--- config.mk ---
export PLATFORM = sky130hd
export DESIGN_NAME = length_prefixed_frame_receiver
export DESIGN_NICKNAME = d
export VERILOG_FILES = /design/src/hdl/lpfr_pkg.sv /design/src/hdl/length_prefixed_frame_receiver.sv
export SDC_FILE = /design/constraint.sdc
export NUM_CORES = 2
export LEC_CHECK = 0
export BUFFER_PORTS_ARGS = -buffer_cell sky130_fd_sc_hd__buf_2
export CELL_PAD_IN_SITES_DETAIL_PLACEMENT = 0
export CELL_PAD_IN_SITES_GLOBAL_PLACEMENT = 2
export CORE_MARGIN = 1
export CORE_UTILIZATION = 25
export DETAILED_ROUTE_END_ITERATION = 12
export PLACE_DENSITY_LB_ADDON = 0.05
export RECOVER_POWER = 100
export SYNTH_ARGS = -nofsm -noshare
export SYNTH_HDL_FRONTEND = slang
export SYNTH_SLANG_ARGS = --single-unit
--- constraint.sdc ---
create_clock -name clk -period 8 [get_ports clk]
set_input_delay 0.4 -clock clk [delete_from_list [all_inputs] [get_ports clk]]
set_output_delay 0.4 -clock clk [all_outputs]
set_load 0.05 [all_outputs]
--- src/hdl/lpfr_pkg.sv ---
package lpfr_pkg;

    localparam int MAX_FRAME_LEN = 256;
    localparam int HDR_BYTES     = 4;
    localparam int LEN_W         = 9;
    localparam int ADDR_W        = $clog2(MAX_FRAME_LEN);
    localparam int HDR_CNT_W     = $clog2(HDR_BYTES);
    localparam int TICK_W        = 16;

    typedef enum logic [1:0] {
        MODE_BYTE    = 2'd0,
        MODE_TICK    = 2'd1,
        MODE_RELEASE = 2'd2,
        MODE_READ    = 2'd3
    } mode_t;

    typedef enum logic [3:0] {
        PH_LENGTH  = 4'b0001,
        PH_ID      = 4'b0010,
        PH_PAYLOAD = 4'b0100,
        PH_HELD    = 4'b1000
    } phase_t;

    typedef struct packed {
        mode_t      mode;
        logic [7:0] rx_byte;
        logic [7:0] read_index;
    } in_item_t;

    typedef struct packed {
        logic             byte_taken;
        logic             frame_ready;
        logic [7:0]       frame_id;
        logic [LEN_W-1:0] frame_length;
        logic [7:0]       read_data;
        logic             length_rejected;
        logic             timed_out;
    } out_item_t;

endpackage

--- src/hdl/length_prefixed_frame_receiver.sv ---
// Channel   Handshake              Payload
// in        in_valid / in_stall    in_item  (mode, rx_byte, read_index)
// out       out_valid / out_stall  out_item (one result per input item)
// cfg       cfg_valid / cfg_ready  cfg_data (timeout_limit)
//
// One item per cycle sustained while out_stall is low; an item passes the input register, then
// state update, payload buffer write/read and result register in one pass.
// The payload buffer is a 256x8 memory with one write and one registered read.
// Reset clears the framing state, tick counter and timeout limit; buffer is
// left as is. out_stall holds the result register and backs up into in_stall.
module length_prefixed_frame_receiver (
    input  logic                  clk,
    input  logic                  rst_n,
    input  logic                  in_valid,
    output logic                  in_stall,
    input  lpfr_pkg::in_item_t    in_item,
    output logic                  out_valid,
    input  logic                  out_stall,
    output lpfr_pkg::out_item_t   out_item,
    input  logic                  cfg_valid,
    output logic                  cfg_ready,
    input  logic [15:0]           cfg_data
);
    import lpfr_pkg::*;

    logic                 in_valid_reg;
    in_item_t             in_item_reg;
    logic                 out_valid_reg;
    out_item_t            out_item_reg;
    logic [7:0]           rd_data_reg;
    logic                 rd_sel_reg;
    logic [TICK_W-1:0]    limit_reg;

    phase_t               phase_reg, phase_next;
    logic [HDR_CNT_W-1:0] hdr_reg, hdr_next;
    logic [23:0]          shift_reg, shift_next;
    logic [LEN_W-1:0]     len_reg, len_next;
    logic [7:0]           id_reg, id_next;
    logic [LEN_W-1:0]     pos_reg, pos_next;
    logic [TICK_W-1:0]    elapsed_reg, elapsed_next;
    logic                 rd_sel_next;

    logic [7:0]           mem [MAX_FRAME_LEN];

    logic                 out_load;
    logic                 tout;
    logic                 taken;
    logic                 rejected;
    logic                 wr_en;
    logic [31:0]          hdr_full;
    logic [LEN_W-1:0]     pos_inc;
    logic [LEN_W-1:0]     rd_idx_ext;
    out_item_t            res;

    assign cfg_ready = 1'b1;
    assign out_load  = in_valid_reg && (!out_valid_reg || !out_stall);
    assign in_stall  = in_valid_reg && out_valid_reg && out_stall;
    assign out_valid = out_valid_reg;

    always_comb
    begin
        out_item           = out_item_reg;
        out_item.read_data = rd_sel_reg ? rd_data_reg : 8'd0;
    end

    always_comb
    begin
        tout         = elapsed_reg > limit_reg;
        phase_next   = tout ? PH_LENGTH : phase_reg;
        hdr_next     = tout ? '0 : hdr_reg;
        elapsed_next = tout ? '0 : elapsed_reg;
        shift_next   = shift_reg;
        len_next     = len_reg;
        id_next      = id_reg;
        pos_next     = pos_reg;
        taken        = 1'b0;
        rejected     = 1'b0;
        wr_en        = 1'b0;
        rd_sel_next  = 1'b0;
        hdr_full     = {shift_reg, in_item_reg.rx_byte};
        pos_inc      = pos_reg + LEN_W'(1);
        rd_idx_ext   = LEN_W'(in_item_reg.read_index);

        unique case (in_item_reg.mode)
            MODE_BYTE:
            begin
                unique case (phase_next)
                    PH_LENGTH:
                    begin
                        taken      = 1'b1;
                        shift_next = {shift_reg[15:0], in_item_reg.rx_byte};
                        if (hdr_next == HDR_CNT_W'(HDR_BYTES - 1))
                        begin
                            hdr_next = '0;
                            if (hdr_full >= 32'd1 && hdr_full <= 32'(MAX_FRAME_LEN))
                            begin
                                phase_next = PH_ID;
                                len_next   = hdr_full[LEN_W-1:0];
                            end
                            else
                            begin
                                rejected = 1'b1;
                            end
                        end
                        else
                        begin
                            hdr_next = hdr_next + HDR_CNT_W'(1);
                        end
                    end
                    PH_ID:
                    begin
                        taken      = 1'b1;
                        id_next    = in_item_reg.rx_byte;
                        pos_next   = LEN_W'(1);
                        phase_next = (len_reg == LEN_W'(1)) ? PH_HELD : PH_PAYLOAD;
                    end
                    PH_PAYLOAD:
                    begin
                        taken    = 1'b1;
                        wr_en    = pos_reg < LEN_W'(MAX_FRAME_LEN);
                        pos_next = pos_inc;
                        if (pos_inc >= len_reg)
                            phase_next = PH_HELD;
                    end
                    default:
                    begin
                        taken = 1'b0;
                    end
                endcase
            end
            MODE_TICK:
            begin
                if (phase_next != PH_HELD && elapsed_next != '1)
                    elapsed_next = elapsed_next + TICK_W'(1);
            end
            MODE_RELEASE:
            begin
                phase_next   = PH_LENGTH;
                hdr_next     = '0;
                elapsed_next = '0;
            end
            default:
            begin
                rd_sel_next = rd_idx_ext < LEN_W'(MAX_FRAME_LEN);
            end
        endcase

        if (phase_next == PH_HELD)
            elapsed_next = '0;

        res.byte_taken      = taken;
        res.frame_ready     = phase_next == PH_HELD;
        res.frame_id        = (phase_next == PH_PAYLOAD || phase_next == PH_HELD)
                              ? id_next : 8'd0;
        res.frame_length    = (phase_next != PH_LENGTH) ? len_next : '0;
        res.read_data       = 8'd0;
        res.length_rejected = rejected;
        res.timed_out       = tout;
    end

    always_ff @(posedge clk or negedge rst_n)
    begin
        if (!rst_n)
        begin
            in_valid_reg  <= 1'b0;
            out_valid_reg <= 1'b0;
            rd_sel_reg    <= 1'b0;
            limit_reg     <= '0;
            phase_reg     <= PH_LENGTH;
            hdr_reg       <= '0;
            shift_reg     <= '0;
            len_reg       <= '0;
            id_reg        <= '0;
            pos_reg       <= '0;
            elapsed_reg   <= '0;
        end
        else
        begin
            if (!in_stall)
                in_valid_reg <= in_valid;
            if (cfg_valid && cfg_ready)
                limit_reg <= cfg_data;
            if (out_load)
            begin
                out_valid_reg <= 1'b1;
                rd_sel_reg    <= rd_sel_next;
                phase_reg     <= phase_next;
                hdr_reg       <= hdr_next;
                shift_reg     <= shift_next;
                len_reg       <= len_next;
                id_reg        <= id_next;
                pos_reg       <= pos_next;
                elapsed_reg   <= elapsed_next;
            end
            else if (!out_stall)
            begin
                out_valid_reg <= 1'b0;
            end
        end
    end

    // payload registers and buffer: no reset
    always_ff @(posedge clk)
    begin
        if (in_valid && !in_stall)
            in_item_reg <= in_item;
        if (out_load)
        begin
            out_item_reg <= res;
            rd_data_reg  <= mem[in_item_reg.read_index[ADDR_W-1:0]];
            if (wr_en)
                mem[pos_reg[ADDR_W-1:0]] <= in_item_reg.rx_byte;
        end
    end

    a_phase_onehot: assert property (@(posedge clk) disable iff (!rst_n)
        $onehot(phase_reg))
        else $error("phase register not one-hot");

    a_held_no_ticks: assert property (@(posedge clk) disable iff (!rst_n)
        phase_reg == PH_HELD |-> elapsed_reg == '0)
        else $error("tick count nonzero while frame held");

    a_pos_in_frame: assert property (@(posedge clk) disable iff (!rst_n)
        phase_reg == PH_PAYLOAD |-> (pos_reg < len_reg && pos_reg != '0))
        else $error("payload position outside frame");

    a_held_refuses: assert property (@(posedge clk) disable iff (!rst_n)
        (out_load && in_item_reg.mode == MODE_BYTE && phase_reg == PH_HELD
         && elapsed_reg <= limit_reg) |=> !out_item_reg.byte_taken)
        else $error("byte taken while frame held");

    a_ready_has_len: assert property (@(posedge clk) disable iff (!rst_n)
        (out_valid_reg && out_item_reg.frame_ready) |-> out_item_reg.frame_length != '0)
        else $error("held frame with zero length");

endmodule

==> flow_metrics.py <==
metrics = {
    "run_status": {
        "outcome": "finished, violations left",
        "violations": "DRC, capacitance limit, slew limit",
    },
    "power": {
        "irDropWorstVdd_mv": 0.161,
        "leakage_uw": 0.0308,
        "powerDensity_nw_per_um2": 263,
    },
    "floorplanning": {
        "initial_utilization": 0.251,
        "core_area_um2": 340000,
        "rows": 214,
        "die_w_um": 587,
        "die_h_um": 587,
        "io_pins": 71,
        "dieArea_um2": 344000,
    },
    "global_routing": {
        "grtUsageTotal": 0.153,
        "first_global_vias": 42500,
        "grt_max_degree": 157,
        "grt-ovfl-total": 0,
        "antenna_found_initial": 30,
        "grt_pass1_wl_mm": 370,
    },
    "detailed_routing": {
        "wirelength_mm": 267,
        "drtIter0Drc": 3250,
        "vias": 39500,
        "first_pass_iters": 11,
        "wl_per_cell_um": 30.1,
        "drc_errors": 16,
        "vias_per_cell": 4.46,
        "ant_nets": 0,
    },
    "min_path": {
        "hp-class": "in -> reg",
    },
    "finish": {
        "drive_above_1_share": 0.279,
        "multi_input_area_um2": 19300,
        "fin_nets": 4182,
        "largest_register_ffs": 2048,
        "nFillCells": 33000,
        "final_common_cell": "edfxtp_1",
        "area_delta_synth_final_pct": 17.6,
        "layout_common_cells": "edfxtp_1 (2095), mux4_2 (680), nor2_1 (297)",
        "regArea_um2": 65200,
    },
    "sta": {
        "postLayoutSetupSlackWorst_ns": 1.40,
        "skew_ns": 0.0342,
        "slew_violations": 1514,
        "tns_ns": 0,
        "min_period_ns": 6.60,
        "worst_slew_margin_rel": -1.96,
        "timing.final.hold_violations": 0,
        "rsz0062_at_grt": "false",
        "setup_viol": 0,
        "period_share": 0.825,
        "clock.fmax_mhz": 152,
        "tightest_slew_ns": 4.44,
    },
    "cts": {
        "cts_sinks": 2186,
        "clock_latency_ns": 0.89,
        "clk_pin_slew_ns": 0.06,
        "clk_root_buffer_cell": "clkbuf_16",
        "h-tree-depth": 5,
        "ctsResizeCount": 0,
        "numCtsBuffers": 273,
        "tritoncts": "yes",
        "cts_buffer_depth": 4,
    },
    "worst_setup_path": {
        "crit_path_top_delay_cell": "nor2_1",
        "cp_slowest_stage_delay_ns": 1.10,
        "cp_cell_sequence": "ha_1, a21oi_1, o21ai_0, a21o_1, o41ai_1, buf_4, inv_1, or4_1, nor3b_4, and2b_1, nand3_1, nor2_1",
        "crit_arrival_ns": 7.09,
        "crit_path_end_kind": "flip-flop",
        "path_class": "reg -> reg",
        "crit_fanout": 18,
        "crit_path_start_kind": "flip-flop",
        "worstPathRequired_ns": 8.49,
    },
    "placed_design": {
        "dp_slack_ns": 1.92,
        "dp_hpwl_mm": 161,
        "gp_congestion": 0.702,
        "io_buffers": 69,
    },
    "yosys": {
        "synth_edf_count": 2095,
        "ys_seq_area_frac": 0.762,
        "synth.distinct_cells": 68,
        "synthesis.area_um2": 85500,
        "synth.top_cell.area_share": 0.736,
        "synth_nets": 3903,
        "yosys_register_bits": 2186,
        "synthArstFlopShare": 0.0416,
        "ys_warn_count": 0,
        "synth_flop_cell": "edfxtp_1",
        "yosysTopAreaCell": "edfxtp_1",
        "synth.avg_cell_area_um2": 22.3,
        "synth_top_cells_by_area": "edfxtp_1 (74%), mux4_2 (18%), dfrtp_1 (2.6%), nor2_1 (1.3%), clkbuf_1 (0.65%)",
        "syn_inst": 3829,
    },
    "job": {
        "drv_cap": 25,
    },
}
-- cell families after synthesis --
group	share of synthesized area
XOR/XNOR	0.000922
AND/OR/NAND/NOR	0.0262
multiplexers	0.185
buffers and inverters	0.0115
other	0.0000439
AO/OA/AOI/OAI	0.00900
flip-flops	0.762
adder cells (fa/ha/maj)	0.00512
-- final timing paths --
kind                                start  cells after the start            to  slack [ns]
min reg2reg                     id_reg[7]                      1     id_reg[7]        0.51
max in group asynchronous           rst_n                      3    len_reg[5]        3.12
max reg2reg                elapsed_reg[5]                     12   mem[184][5]        1.40
max                        elapsed_reg[5]                     12   mem[184][5]        1.40
min in group asynchronous           rst_n                      2  limit_reg[8]        0.85
min                             cfg_valid                      3  limit_reg[9]        0.07
-- critical path, delay by kind of cell (launching register included) --
kind,cells,cell delay (ns)
flops,1,0.48
compound gates,4,0.85
buf+inv,2,0.61
fa+ha+maj,1,0.33
simple gates,5,3.86
-- per-layer routing --
| layer | share of wire | vias up | GRT usage |
|---|---|---|---|
| met5 | 0 | - | 0 |
| met4 | 0.018 | 0 | 0.0320 |
| met3 | 0.037 | 291 | 0.0197 |
| met2 | 0.48 | 790 | 0.249 |
| met1 | 0.47 | 21800 | 0.220 |
| li1 | - | 16700 | - |
-- where the power goes --
group          switching, uW  internal, uW
logic                   1010           597
clock network           4920          7130
registers               97.2         12700
-- per-stage QoR --
stage / area (um2) / util / cells / hold WS, ns / total power, uW
after floorplan: 85500 / - / 3829 / 0.104 / 14000
after global placement: 91700 / 0.270 / 8315 / 0.449 / 14700
after detailed placement: 91700 / 0.270 / 8315 / 0.457 / 14700
after CTS: 101000 / 0.296 / 8849 / 0.00274 / 26900
after global routing: 101000 / 0.296 / 8851 / 0.108 / 27400
final: 101000 / 0.296 / 8855 / 0.0707 / 26500
-- cell type report --
type                    count  share of cell area
flip-flops and latches   2186               0.649
repair buffers            217              0.0160
inverters                  41             0.00153
clock buffers             337              0.0726
diodes                      6            0.000149
multi-input cells        1389               0.192
clock inverters           143              0.0124
well taps                4536              0.0565
-- Yosys cell counts (3+ instances only) --
cell type  instances
nor4_1             9
edfxtp_1        2095
clkbuf_1         149
buf_2             16
xnor2_1            6
o31ai_1            4
a211o_1            3
dfrtp_1           90
mux2i_1           10
a22o_1            10
or3_1              6
nand4_1           13
and3_1             7
mux4_2           680
buf_1             46
inv_1             40
nand2_1           86
nand3_1           23
o211ai_1           3
xor2_1             3
nand2b_1           8
nor3_1            11
o311ai_0           3
ha_1              35
and2_1            14
nor2_1           297
a211oi_1           9
o21ai_0           39
nand2_2            3
nor2b_1           10
mux2_2            34
a21o_1             3
a21oi_1           13
-- what timing repair did --
| item | CTS | global route |
|---|---|---|
| endpoints found under the hold margin | 78 | 0 |
| buffers inserted | 0 | 0 |
| hold buffers | 54 | 0 |
(Power assumes the default switching activity.)
